### src/rtl/core/vlf_div.sv
// pipelined restoring divider, one quotient bit per stage, rounds half up
module vlf_div #(
  parameter int NW = 32,
  parameter int DW = 16,
  parameter int QW = 16,
  parameter int SW = 1
) (
  input  logic          clk,
  input  logic          rst,
  input  logic          adv,
  input  logic          in_valid,
  input  logic [NW-1:0] in_num,
  input  logic [DW-1:0] in_den,
  input  logic [SW-1:0] in_side,
  output logic          out_valid,
  output logic [QW:0]   out_q,
  output logic          out_ovf,
  output logic [SW-1:0] out_side
);

  localparam int HW = NW - QW;

  logic          vld  [QW+1];
  logic [DW-1:0] rem  [QW+1];
  logic [QW-1:0] low  [QW];
  logic [QW-1:0] quo  [QW+1];
  logic [DW-1:0] den  [QW+1];
  logic          ovf  [QW+1];
  logic [SW-1:0] side [QW+1];
  logic          rnd;

  always_ff @(posedge clk) begin
    if (rst) begin
      vld[0] <= 1'b0;
    end else if (adv) begin
      vld[0] <= in_valid;
    end
  end

  // quotient would not fit in QW bits
  always_ff @(posedge clk) begin
    if (adv) begin
      rem[0]  <= DW'(in_num[NW-1:QW]);
      low[0]  <= in_num[QW-1:0];
      quo[0]  <= '0;
      den[0]  <= in_den;
      ovf[0]  <= ({{DW{1'b0}}, in_num[NW-1:QW]} >= {{HW{1'b0}}, in_den});
      side[0] <= in_side;
    end
  end

  for (genvar i = 1; i <= QW; i++) begin : g_stage
    logic [DW:0] t;
    logic [DW:0] diff;
    logic        ge;
    assign t    = {rem[i-1], low[i-1][QW-1]};
    assign diff = t - {1'b0, den[i-1]};
    assign ge   = (t >= {1'b0, den[i-1]});

    always_ff @(posedge clk) begin
      if (rst) begin
        vld[i] <= 1'b0;
      end else if (adv) begin
        vld[i] <= vld[i-1];
      end
    end

    always_ff @(posedge clk) begin
      if (adv) begin
        rem[i]  <= ge ? diff[DW-1:0] : t[DW-1:0];
        quo[i]  <= {quo[i-1][QW-2:0], ge};
        den[i]  <= den[i-1];
        ovf[i]  <= ovf[i-1];
        side[i] <= side[i-1];
      end
    end

    if (i < QW) begin : g_low
      always_ff @(posedge clk) begin
        if (adv) begin
          low[i] <= {low[i-1][QW-2:0], 1'b0};
        end
      end
    end
  end

  assign rnd = ({rem[QW], 1'b0} >= {1'b0, den[QW]});

  always_ff @(posedge clk) begin
    if (rst) begin
      out_valid <= 1'b0;
    end else if (adv) begin
      out_valid <= vld[QW];
    end
  end

  always_ff @(posedge clk) begin
    if (adv) begin
      out_q    <= {1'b0, quo[QW]} + (QW+1)'(rnd);
      out_ovf  <= ovf[QW];
      out_side <= side[QW];
    end
  end

endmodule

### config.mk
export PLATFORM = sky130hd
export DESIGN_NAME = vlf_div
export DESIGN_NICKNAME = d
export VERILOG_FILES = /design/src/rtl/core/vlf_div.sv
export SDC_FILE = /design/constraint.sdc
export NUM_CORES = 1
export LEC_CHECK = 0
export BUFFER_PORTS_ARGS = -buffer_cell sky130_fd_sc_hd__clkbuf_2
export CORE_UTILIZATION = 50
export CTS_CLUSTER_DIAMETER = 150
export DETAILED_ROUTE_END_ITERATION = 6
export MAX_ROUTING_LAYER = met4
export PLACE_DENSITY = 0.69
export SLEW_MARGIN = 20
export SYNTH_ARGS = -nofsm -noshare
export SYNTH_HDL_FRONTEND = slang
export SYNTH_SLANG_ARGS = --single-unit
### constraint.sdc
create_clock -name clk -period 3.93 [get_ports clk]
set_input_delay 0.5895 -clock clk [delete_from_list [all_inputs] [get_ports clk]]
set_output_delay 0.5895 -clock clk [all_outputs]
set_load 0.01 [all_outputs]
Word-level counts from Yosys, hierarchy flattened

Memories as Yosys holds them, arrays and structs flattened. A register that Yosys moved wholly into a read port is not among the register bits.
Cells that the tools add are included.

RAM bits: 1123
Flip-flop bits (word level): 17
Memories: 7
Output and inout bits: 20

Mux-type cells: 39
Bitwise logic cells: 17
$add $sub $neg: 17
Order comparisons: 18

Memories:

| name            | words | width | read ports | clocked after Yosys merged registers in | write ports | line | RTL |
|---|---|---|---|---|---|---|---|
| den             | 17    | 16    | 17         | 0                                       | 17          | 27   | `logic [DW-1:0] den [QW+1];` |
| quo             | 17    | 16    | 17         | 0                                       | 17          | 26   | `logic [QW-1:0] quo [QW+1];` |
| rem             | 17    | 16    | 17         | 0                                       | 17          | 24   | `logic [DW-1:0] rem [QW+1];` |
| low             | 16    | 16    | 16         | 0                                       | 16          | 25   | `logic [QW-1:0] low [QW];` |
| ovf             | 17    | 1     | 17         | 1                                       | 17          | 28   | `logic ovf [QW+1];` |
| side            | 17    | 1     | 17         | 1                                       | 17          | 29   | `logic [SW-1:0] side [QW+1];` |
| 1 more memories | n/a   | n/a   | n/a        | n/a                                     | n/a         | n/a  |  |

Operators with widths:

| operator                                         | number |
|---|---|
| 17-bit by 16-bit >= comparator with 1-bit output | 17 |
| 16-bit 2-to-1 mux                                | 16 |
| 16-bit subtractor                                | 16 |
| 1-bit 2-to-1 mux                                 | 23 |
| 16-bit by 1-bit adder with 17-bit output         | 1 |
| 1-bit OR                                         | 17 |
| 16-bit >= comparator                             | 1 |

Logic depth before layout (Yosys ltp)

Gate-level depths: netlist (run 1).

Depth in word-level cells: 4
Gate-level depth with buffers: 14

Worst setup path after synthesis (run 1)

No wires, ideal clock.

Path kind: register to register
Start: mem rem[4][10], in the netlist rem[0][74]
End: mem rem[5][10], in the netlist rem[0][90] (data pin)
Data arrival time: 2554 ps
Path slack: 1113 ps
Path buffers: 2
Cell stages (with the launch flop): 11
Setup time: 262 ps
Clock period less this slack: 2817 ps
Path through: edfxtp_1 > ha_1 > buf_2 > and3_1 > and2_1 > nor2b_1 > o21ai_1 > o211ai_1 > o41ai_4 > buf_6 > mux2_1

RTL lines:

| item        | line |
|---|---|
| from (decl) | 24 |

==> results of run 1 <==
[power groups by stage]
stage / combinational [mW] / clock [mW] / sequential (mW)
after CTS: 13.7 / 9.02 / 14.3
after floorplan: 10.8 / 0 / 13.9
after detailed placement: 13.5 / 0 / 14.5
final: 13.7 / 8.78 / 14.3
after global placement: 13.4 / 0 / 14.5
after global routing: 15.4 / 9.35 / 14.5
[path summary, 6_finish.rpt]
check | cells past startpoint | startpoint | endpoint
max | 13 | rem[0][256] | out_q[13]
min | 1 | in_num[15] | low[0][15]
max reg2reg | 13 | rem[0][256] | out_q[13]
min reg2reg | 0 | ovf[9] | ovf[10]
[metrics by stage]
| step | util (%) | instances | worst slack (ps) |
|---|---|---|---|
| 3_3_place_gp | 52.8 | 4550 | 778 |
| 2_1_floorplan | - | 3338 | 1110 |
| 6_report | 56.3 | 4723 | 717 |
| 3_5_place_dp | 52.8 | 4550 | 756 |
| 4_1_cts | 56.3 | 4723 | 698 |
| 5_1_grt | 56.3 | 4723 | 438 |
[critical path: stages, from the launching register on]
cell	delay (ps)
sky130_fd_sc_hd__edfxtp_1	370
sky130_fd_sc_hd__ha_1	280
sky130_fd_sc_hd__nor2b_1	130
sky130_fd_sc_hd__o21a_1	120
sky130_fd_sc_hd__o21a_1	100
sky130_fd_sc_hd__o21ai_0	80
sky130_fd_sc_hd__a21oi_1	280
sky130_fd_sc_hd__o211ai_1	150
sky130_fd_sc_hd__a21oi_1	430
sky130_fd_sc_hd__ha_1	340
sky130_fd_sc_hd__nand3_1	210
sky130_fd_sc_hd__nor2_1	220
sky130_fd_sc_hd__nand3_1	120
sky130_fd_sc_hd__xnor2_1	140
[cells in the final DEF, fill, tap and decap left out, types with 16 or more instances in the layout]
master                      instances
sky130_fd_sc_hd__a211oi_1          21
sky130_fd_sc_hd__a21o_1            80
sky130_fd_sc_hd__a21oi_1          142
sky130_fd_sc_hd__a31oi_1           33
sky130_fd_sc_hd__and2_1            23
sky130_fd_sc_hd__and3_1            23
sky130_fd_sc_hd__buf_4             18
sky130_fd_sc_hd__clkbuf_16         95
sky130_fd_sc_hd__clkbuf_2          71
sky130_fd_sc_hd__clkinv_1          21
sky130_fd_sc_hd__edfxtp_1         886
sky130_fd_sc_hd__fa_1              16
sky130_fd_sc_hd__ha_1             289
sky130_fd_sc_hd__inv_1            365
sky130_fd_sc_hd__mux2_1           163
sky130_fd_sc_hd__mux2_2            22
sky130_fd_sc_hd__mux2i_1           43
sky130_fd_sc_hd__nand2_1          115
sky130_fd_sc_hd__nand2b_1          22
sky130_fd_sc_hd__nand3_1           65
sky130_fd_sc_hd__nand4_1           35
sky130_fd_sc_hd__nor2_1           189
sky130_fd_sc_hd__nor2b_1           46
sky130_fd_sc_hd__nor3_1            59
sky130_fd_sc_hd__o21a_1            71
sky130_fd_sc_hd__o21ai_0           90
sky130_fd_sc_hd__o21ai_1           56
sky130_fd_sc_hd__o21bai_1          21
sky130_fd_sc_hd__o31a_1            27
sky130_fd_sc_hd__o31ai_1           24
sky130_fd_sc_hd__o41ai_1           21
sky130_fd_sc_hd__xnor2_1          112
sky130_fd_sc_hd__xor2_1            58
[kinds of logic after synthesis]
| logic type | Yosys count | share of synthesized area [%] |
|---|---|---|
| compound gates | 700 | 10.7 |
| xor+xnor | 170 | 3.38 |
| fa+ha+maj | 305 | 8.94 |
| buf+inv | 413 | 3.65 |
| flops | 887 | 60.4 |
| mux | 228 | 5.71 |
| simple gates | 635 | 7.16 |
[registers in the layout (all words and copies together), names as in the netlist]
name,count
den,272
low,136
out_ovf,1
out_q,17
out_side,1
out_valid,1
ovf,17
quo,136
rem,272
side,17
vld,17
[layer usage]
layer	part of all wire [%]	vias to the layer above	wire, µm
met5	0	-	0
met4	3.4	0	2780
met1	44	12500	35700
met3	3.9	166	3220
li1	-	12800	-
met2	49	518	39900
[area by class of cell]
type,instances,area (µm²)
flip-flops and latches,887,26600
multi-input cells,2038,15800
clock buffers,109,2430
repair buffers,96,626
clock inverters,64,642
inverters,374,1400
well taps,1155,1450
fillers,7079,38000
==> Flow_metrics.wiki, run 1 <==
{| class="wikitable"
! Metric !! Value
|-
| Most frequent cell after synthesis || sky130_fd_sc_hd__edfxtp_1
|-
| Vias per std cell || 5.50
|-
| Worst VDD drop || 434 µV
|-
| Post-synthesis net count || 3696
|-
| Met2 global-route usage || 31.7%
|-
| Post-route DRC || 0
|-
| # Max-Cap Violations || 0
|-
| Worst Path Required || 4330 ps
|-
| Register-to-register setup slack || 720 ps
|-
| Number of detailed-route iterations in the first pass || 5
|-
| Setup violations, final || 0
|-
| Area leader, netlist || sky130_fd_sc_hd__edfxtp_1
|-
| RSZ-0062 raised after global routing || no
|-
| Net Sw Frac || 33.1%
|-
| Final-stage net count || 3849
|-
| Status || completed
|-
| Core ar. || 87000 µm²
|-
| Endpoints failing hold || 0
|-
| Post-Route Setup TNS || 0 ps
|-
| Clock tree buffer depth || 3
|-
| Placed inst area || 45900 µm²
|-
| P_int || 24.6 mW
|-
| Sort of element at the end of the critical path || flop
|-
| Die outline area || 89300 µm²
|-
| Clock sinks || 887
|-
| Vias in the first global route || 25500
|-
| Diodes inserted || 0
|-
| # Post-CTS Setup Buffers || 0
|-
| Fraction of power consumed by the clock network || 23.9%
|-
| Latest clock arrival within the worst-skew pair || 660 ps
|-
| Area growth from synthesis to layout || 11.2%
|-
| Leading post-synthesis cells by cell area || sky130_fd_sc_hd__edfxtp_1, sky130_fd_sc_hd__ha_1, sky130_fd_sc_hd__mux2_1, sky130_fd_sc_hd__inv_1, sky130_fd_sc_hd__xnor2_1
|-
| Commonest cells in the synthesized netlist || sky130_fd_sc_hd__edfxtp_1, sky130_fd_sc_hd__inv_1, sky130_fd_sc_hd__ha_1
|-
| Grt met1 use || 23.8%
|-
| Final ANT Viol Nets || 0
|-
| Seq pwr share || 38.8%
|-
| Total net switching power || 12.2 mW
|-
| Worst hold path class || in2reg
|-
| X dimension of the die || 299 µm
|-
| Flip-flop and latch count after synthesis || 887
|-
| Antenna violations before repair || 0
|-
| Std-Cell Rows || 108
|-
| Post-synth EDFFs || 886
|-
| Detailed-placement wirelength estimate || 58.7 mm
|-
| Fin. max-slew vios || 0
|-
| Boundary Pins || 73
|-
| Worst slew margin relative to its limit || 44.6%
|-
| Distinct cell type count after synthesis || 80
|-
| Critical Path Source Type || flop
|-
| Initial Utilization || 50.6%
|-
| M3 GR Usage || 2.68%
|-
| Crit Path Class || reg2reg
|-
| Leakage power total || 19.4 nW
|-
| Share of synthesized registers carrying an async set or reset || 0%
|-
| Post-synth design cell area || 44000 µm²
|-
| Port Buffers || 72
|-
| CTS Buf Count || 94
|-
| CTS clock-pin slew for the worst setup and hold paths || 60 ps
|-
| Final WL || 81.6 mm
|-
| Final hold slack || 114 ps
|-
| Largest driver fanout on the critical path || 4
|-
| Pin count of the biggest net entering global routing || 151
|-
| Area fraction of the dominant cell type after synthesis || 60.4%
|-
| Power share of the combinational group || 37.3%
|-
| Clk Tree Root Cell || sky130_fd_sc_hd__clkbuf_16
|-
| Worst clock skew || 22.2 ps
|-
| Total routing resource utilization after global routing || 19.1%
|-
| Primary FF master, synth || sky130_fd_sc_hd__edfxtp_1
|-
| Ratio of cells with drive above 1 in the final layout || 8.13%
|-
| Clock tree from TritonCTS || built
|-
| Final critical path time including I/O delays and setup || 3210 ps
|-
| Final critical-path share of the clock period || 81.7%
|-
| Height of the die || 299 µm
|-
| Via Count || 26000
|-
| CTS Hold Buffers Added || 0
|-
| Sequential element share of the synthesized area || 60.4%
|-
| Total power consumption of the routed design || 36.8 mW
|-
| Post-Synthesis Mean Instance Area || 13.2 µm²
|-
| Global-route wire length before repair || 133 mm
|-
| Number of DRC markers in iteration 0 || 1730
|-
| Deepest level of the CTS H-tree || 3
|-
| Number of warnings printed during yosys synthesis || 0
|-
| Post-Layout Inst Area || 49000 µm²
|-
| Pwr/cell area || 750 nW/µm²
|-
| Last weighted congestion value of the routability-driven placer || 0.920
|-
| Measured slew at the worst slew-check pin || 829 ps
|-
| Most utilized layer in the global route result || met2
|-
| Final routed wire length divided by cell count || 17.3 µm
|-
| Maximum clock frequency || 0.311 GHz
|-
| Gate count of the mapped netlist || 3338
|-
| Overflow left after global routing || 0
|-
| Number of resized instances in the post-cts repair step || 0
|-
| Data arrival at the endpoint of the critical path || 3610 ps
|}
Note: power is estimated with default switching activity, not from simulation.
==> run 2, diff against run 1 <==
==> constraint.sdc (replaced) <==
create_clock -name clk -period 3 [get_ports clk]
set_input_delay 0.45 -clock clk [delete_from_list [all_inputs] [get_ports clk]]
set_output_delay 0.45 -clock clk [all_outputs]
set_load 0.01 [all_outputs]
==> Flow_metrics.wiki, run 2 (same netlist as run 1, synthesis figures left out) <==
{| class="wikitable"
! Metric !! Value
|-
| X dimension of the die || 299 µm
|-
| Die outline area || 89300 µm²
|-
| Number of detailed-route iterations in the first pass || 5
|-
| Vias in the first global route || 26300
|-
| Via Count || 26500
|-
| Leakage power total || 20.2 nW
|-
| Std-Cell Rows || 108
|-
| Core ar. || 87000 µm²
|-
| Final critical-path share of the clock period || 98.4%
|-
| Register-to-register setup slack || 50 ps
|-
| Maximum clock frequency || 0.339 GHz
|-
| Min-Delay Endpoint || vld[0]
|-
| Area growth from synthesis to layout || 14.8%
|-
| CTS Buf Count || 94
|-
| Reg2Reg Depth || 10
|-
| Latest clock arrival within the worst-skew pair || 680 ps
|-
| Global-route wire length before repair || 136 mm
|-
| Origin of the worst min-delay path || in_valid
|-
| Worst Path Required || 3400 ps
|-
| Final critical path time including I/O delays and setup || 2950 ps
|-
| Total net switching power || 16.4 mW
|-
| Crit Path Class || reg2reg
|-
| Vias per std cell || 5.47
|-
| FF+latch area || 26600 µm²
|-
| Power share of the combinational group || 39.0%
|-
| Net Sw Frac || 32.9%
|-
| Endpoints failing hold || 0
|-
| RSZ-0062 raised after global routing || yes
|-
| Total routing resource utilization after global routing || 19.5%
|-
| Boundary Pins || 73
|-
| P_int || 33.5 mW
|-
| Capture point of the worst reg-to-reg path || rem[0][156]
|-
| Setup violations, final || 0
|-
| Placed Cells incl. Taps || 4617
|-
| Antenna violations before repair || 0
|-
| Measured slew at the worst slew-check pin || 752 ps
|-
| M3 GR Usage || 2.67%
|-
| Initial Utilization || 50.6%
|-
| Data arrival at the endpoint of the critical path || 3350 ps
|-
| Ratio of cells with drive above 1 in the final layout || 11.2%
|-
| Clock tree buffer depth || 3
|-
| Final hold slack || 85.0 ps
|-
| Number of DRC markers in iteration 0 || 1827
|-
| Fraction of power consumed by the clock network || 23.6%
|-
| Top library cells by usage in the layout, fill and taps aside || sky130_fd_sc_hd__edfxtp_1, sky130_fd_sc_hd__inv_1, sky130_fd_sc_hd__ha_1
|-
| Clk Tree Root Cell || sky130_fd_sc_hd__clkbuf_16
|-
| Multi-input combinational cell area || 16000 µm²
|-
| Final routed wire length divided by cell count || 17.3 µm
|-
| Largest driver fanout on the critical path || 7
|-
| Detailed-placement wirelength estimate || 60.0 mm
|-
| Worst hold path depth || 2
|-
| Height of the die || 299 µm
|-
| Fin. max-slew vios || 0
|-
| Final ANT Viol Nets || 0
|-
| Diodes inserted || 0
|-
| Met2 global-route usage || 32.7%
|-
| Post-route DRC || 0
|-
| Pin count of the biggest net entering global routing || 123
|-
| Seq pwr share || 37.5%
|-
| Deepest level of the CTS H-tree || 3
|-
| Grt met1 use || 23.9%
|-
| Worst slew margin relative to its limit || 49.8%
|-
| Reg-to-reg startpoint || den[0][129]
|-
| # Max-Cap Violations || 0
|-
| Critical Path Source Type || flop
|-
| Worst hold path class || in2reg
|-
| Port Buffers || 72
|-
| Post-Route Setup TNS || 0 ps
|-
| Post-Layout Cell Count || 4848
|-
| Number of filler instances in the final layout || 6815
|-
| Status || completed
|-
| Last weighted congestion value of the routability-driven placer || 0.925
|-
| Sort of element at the end of the critical path || flop
|-
| Registers with the most flip-flops || den x272, rem x272
|-
| Clock sinks || 887
|-
| CTS clock-pin slew for the worst setup and hold paths || 60 ps
|-
| Pwr/cell area || 987 nW/µm²
|-
| Overflow left after global routing || 0
|-
| Clock tree from TritonCTS || built
|-
| Worst VDD drop || 515 µV
|-
| Worst clock skew || 32.9 ps
|-
| Final-stage net count || 3977
|-
| Most utilized layer in the global route result || met2
|-
| Final WL || 84.0 mm
|-
| Most frequent standard cell in the layout excluding fill and tap cells || sky130_fd_sc_hd__edfxtp_1
|}
-- run 2: changes by cell type in the layout (fill, tap and decap cells not counted), sizes merged --
cell / delta
clkinvlp: -3
clkinv: +4
inv: -4
buf: +76
bufinv: +2
dlygate4sd3: +50
-- run 2: layout make-up --
cell class | instances | share of cell area (%)
Clock inverter | 63 | 1.48
Sequential cell | 887 | 52.6
Multi-Input combinational cell | 2038 | 31.7
Timing Repair Buffer | 224 | 3.77
Inverter | 374 | 2.78
Tap cell | 1155 | 2.86
Clock buffer | 107 | 4.75
-- run 2: metal layers --
layer / routed length [µm] / up-vias
met5: 0 / -
met4: 2810 / 0
met3: 3300 / 146
met2: 41900 / 501
met1: 36000 / 12800
li1: - / 13100
-- run 2: worst max-delay path, cell delays in order (launching register included) --
cell and delay (ps):
sky130_fd_sc_hd__edfxtp_1 430, sky130_fd_sc_hd__inv_2 100, sky130_fd_sc_hd__ha_4 200, sky130_fd_sc_hd__nor2b_4 120, sky130_fd_sc_hd__o31a_1 280, sky130_fd_sc_hd__o31a_1 320
sky130_fd_sc_hd__o311ai_2 300, sky130_fd_sc_hd__nand2_2 120, sky130_fd_sc_hd__a31oi_4 290, sky130_fd_sc_hd__clkbuf_16 220, sky130_fd_sc_hd__mux2_1 310
-- run 2: what timing repair did --
action,in CTS,in global routing
pin swaps,2,12
cloned,0,2
endpoints found under the setup margin,22,94
hold buffers,50,0
resized for setup,4,52
buffers inserted,1,8
endpoints found under the hold margin,50,0
-- run 2: power by group through the flow --
stage          Sequential [mW]  Combinational [mW]  Clock [mW]
2_1_floorplan             18.3                14.2           0
3_3_place_gp              18.9                18.3           0
3_5_place_dp              19.0                18.5           0
4_1_cts                   18.7                18.8        12.1
5_1_grt                   19.0                21.5        12.5
6_report                  18.7                19.5        11.8
-- run 2: how the worst max path moves through the flow --
stage | startpoint | to | slack (ps) | cells after the start
6_report | den[0][129] | rem[0][156] | 50 | 10
5_1_grt | den[0][129] | rem[0][156] | -50 | 10
4_1_cts | den[0][129] | rem[0][155] | 20 | 10
3_5_place_dp | rem[0][208] | rem[0][238] | -310 | 8
3_3_place_gp | rem[0][208] | rem[0][238] | -310 | 8
2_1_floorplan | rem[0][74] | rem[0][90] | 180 | 10
-- run 2: per-stage QoR --
stage                     instance area, µm²  power, mW  utilization, %  setup slack, ps
final                                  50600       49.9            58.1             47.2
after global routing                   50600       53.1            58.1            -46.6
after CTS                              50300       49.6            57.8             18.5
after detailed placement               46600       37.5            53.5             -311
after global placement                 46600       37.2            53.5             -312
after floorplan                        44000       32.5               -              183
==> run 3, diff against run 2 <==
--- a/config.mk
+++ b/config.mk
@@ -7,6 +7,7 @@
 export LEC_CHECK = 0
 export BUFFER_PORTS_ARGS = -buffer_cell sky130_fd_sc_hd__clkbuf_2
 export CORE_UTILIZATION = 50
+export CTS_BUF_LIST = sky130_fd_sc_hd__clkbuf_2
 export CTS_CLUSTER_DIAMETER = 150
 export DETAILED_ROUTE_END_ITERATION = 6
 export MAX_ROUTING_LAYER = met4
==> Flow_metrics.wiki, run 3 (same netlist as run 1, synthesis figures left out) <==
{| class="wikitable"
! Metric !! Value
|-
| Status || completed
|-
| Reg-to-reg startpoint || den[0][129]
|-
| FF+latch area || 26600 µm²
|-
| Last weighted congestion value of the routability-driven placer || 0.925
|-
| Worst VDD drop || 401 µV
|-
| Reg2Reg Depth || 10
|-
| RSZ-0062 raised after global routing || yes
|-
| CTS Buf Count || 224
|-
| # Max-Cap Violations || 0
|-
| Worst slack, placed || -311 ps
|-
| Clock tree from TritonCTS || built
|-
| Critical Path Source Type || flop
|-
| Worst setup startpoint || den[0][129]
|-
| X dimension of the die || 299 µm
|-
| Most frequent standard cell in the layout excluding fill and tap cells || sky130_fd_sc_hd__edfxtp_1
|-
| Data arrival at the endpoint of the critical path || 4120 ps
|-
| Clock sinks || 887
|-
| Cell mode on critical path || sky130_fd_sc_hd__o31a_1
|-
| Worst slew margin relative to its limit || 41.7%
|-
| Sort of element at the end of the critical path || flop
|-
| Slowest stage cell on the critical path || sky130_fd_sc_hd__edfxtp_1
|-
| Number of DRC markers in iteration 0 || 1766
|-
| Post-Layout Inst Area || 50000 µm²
|-
| Worst Path Required || 4160 ps
|-
| Vias in the first global route || 27700
|-
| Leakage power total || 20.5 nW
|-
| Max incr delay on CP || 400 ps
|-
| Fin. max-slew vios || 0
|-
| Share of the core filled with cells in the final layout || 57.5%
|-
| Number of filler instances in the final layout || 7117
|-
| Endpoint of the most critical setup path || rem[0][148]
|-
| Final ANT Viol Nets || 0
|-
| Pwr/cell area || 921 nW/µm²
|-
| Core ar. || 87000 µm²
|-
| Post-route DRC || 0
|-
| Vias per std cell || 5.33
|-
| Detailed-placement wirelength estimate || 60.0 mm
|-
| Clk Tree Root Cell || sky130_fd_sc_hd__clkbuf_2
|-
| Setup violations, final || 0
|-
| Height of the die || 299 µm
|-
| Capture point of the worst reg-to-reg path || rem[0][148]
|-
| Top library cells by usage in the layout, fill and taps aside || sky130_fd_sc_hd__edfxtp_1, sky130_fd_sc_hd__clkbuf_2, sky130_fd_sc_hd__inv_1
|-
| Worst hold path class || in2reg
|-
| Number of detailed-route iterations in the first pass || 5
|-
| CTS clock-pin slew for the worst setup and hold paths || 100 ps
|-
| Register-to-register setup slack || 40 ps
|-
| Area growth from synthesis to layout || 13.5%
|-
| Worst path setup slack after routing || 42.2 ps
|-
| Port Buffers || 72
|-
| Final critical-path share of the clock period || 98.6%
|-
| Placed inst area || 46600 µm²
|-
| Antenna violations before repair || 2
|-
| Final-stage net count || 4165
|-
| Worst clock skew || 117 ps
|-
| Ratio of cells with drive above 1 in the final layout || 15.7%
|-
| Latest clock arrival within the worst-skew pair || 1490 ps
|-
| Deepest level of the CTS H-tree || 4
|-
| Final critical path time including I/O delays and setup || 2960 ps
|-
| Crit Path Class || reg2reg
|-
| Maximum clock frequency || 0.338 GHz
|-
| Final routed wire length divided by cell count || 16.6 µm
|-
| Largest driver fanout on the critical path || 7
|-
| Final hold slack || 230 ps
|-
| Registers with the most flip-flops || den x272, rem x272
|-
| Multi-input combinational cell area || 16000 µm²
|-
| Std-Cell Rows || 108
|-
| Ordered list of cells on the worst path || inv_2 > ha_4 > nor2b_4 > o31a_1 > o31a_1 > o311ai_2 > nand2_2 > a31oi_4 > clkbuf_16 > mux2_4
|-
| Overflow left after global routing || 0
|-
| Global-route wire length before repair || 138 mm
|-
| Pin count of the biggest net entering global routing || 123
|-
| Die outline area || 89300 µm²
|-
| Initial Utilization || 50.6%
|-
| Endpoints failing hold || 0
|-
| Total routing resource utilization after global routing || 19.8%
|-
| Measured slew at the worst slew-check pin || 874 ps
|-
| Via Count || 27400
|-
| Clock tree buffer depth || 3
|-
| Boundary Pins || 73
|-
| Final WL || 85.2 mm
|}
-- run 3: changes by cell type in the layout (fill, tap and decap cells not counted), moves of 3 or more --
cell	delta
sky130_fd_sc_hd__o31ai_2	-3
sky130_fd_sc_hd__inv_8	+5
sky130_fd_sc_hd__bufinv_16	-12
sky130_fd_sc_hd__clkinv_16	-5
sky130_fd_sc_hd__diode_2	+10
sky130_fd_sc_hd__o31ai_1	+3
sky130_fd_sc_hd__dlygate4sd3_1	+56
sky130_fd_sc_hd__clkinv_2	-10
sky130_fd_sc_hd__clkbuf_2	+324
sky130_fd_sc_hd__clkinv_8	+3
sky130_fd_sc_hd__clkinv_1	+19
sky130_fd_sc_hd__clkbuf_1	-13
sky130_fd_sc_hd__clkbuf_16	-95
-- run 3: final cells by class --
type / count / area share (%)
timing repair buffer: 282 / 4.96
tap: 1155 / 2.89
antenna: 10 / 0.0501
sequential: 887 / 53.3
multi-input combinational: 2038 / 32.1
clock inverter: 62 / 0.711
inverter: 374 / 2.81
clock buffer: 324 / 3.24
-- run 3: critical path, delay by kind of cell, from the launching register on --
family / cells / cell delay (ps)
AOI/OAI and AO/OA: 4 / 1210
DFF: 1 / 400
buffers and inverters: 2 / 310
muxes: 1 / 300
and+or+nand+nor: 2 / 240
adders and majority gates: 1 / 200
-- run 3: what timing repair did --
| action | 4_1_cts | 5_1_grt |
|---|---|---|
| setup endpoints to repair | 35 | 82 |
| hold endpoints to repair | 954 | 0 |
| hold buffers | 107 | 0 |
| resized for setup | 4 | 48 |
| pin swaps | 3 | 11 |
| cloned | 0 | 1 |
| buffers inserted | 2 | 9 |
-- run 3: worst min-delay path by stage --
| stage | startpoint | endpoint | slack, ps | cells past startpoint |
|---|---|---|---|---|
| after floorplan | low[0][85] | low[0][102] | 400 | 0 |
| after global placement | low[0][87] | low[0][104] | 400 | 0 |
| after detailed placement | low[0][106] | low[0][123] | 400 | 0 |
| after CTS | rst | vld[13] | 2 | 4 |
| after global routing | in_num[11] | low[0][11] | 40 | 3 |
| final | in_num[31] | ovf[0] | 230 | 6 |
-- run 3: routing by layer --
| layer | up-vias | track usage [%] | wire [µm] |
|---|---|---|---|
| met1 | 13100 | 23.4 | 36400 |
| met4 | 0 | 8.52 | 2400 |
| li1 | 13600 | - | - |
| met3 | 150 | 3.87 | 3610 |
| met2 | 564 | 33.1 | 42800 |
| met5 | - | - | 0 |
-- run 3: report_power, final --
part	switching, mW	internal [mW]
Sequential	1.37	17.3
Clock	4.87	3.00
Combinational	10.1	9.40
Total	16.4	29.7
-- run 3: stage by stage --
stage                     total power [mW]  TNS, ps  instances
after detailed placement              37.5    -4790       4617
after floorplan                       32.5        0       3338
after global routing                  49.4    -1540       5132
after global placement                37.2    -4810       4617
final                                 46.0        0       5132
after CTS                             45.8        0       5112
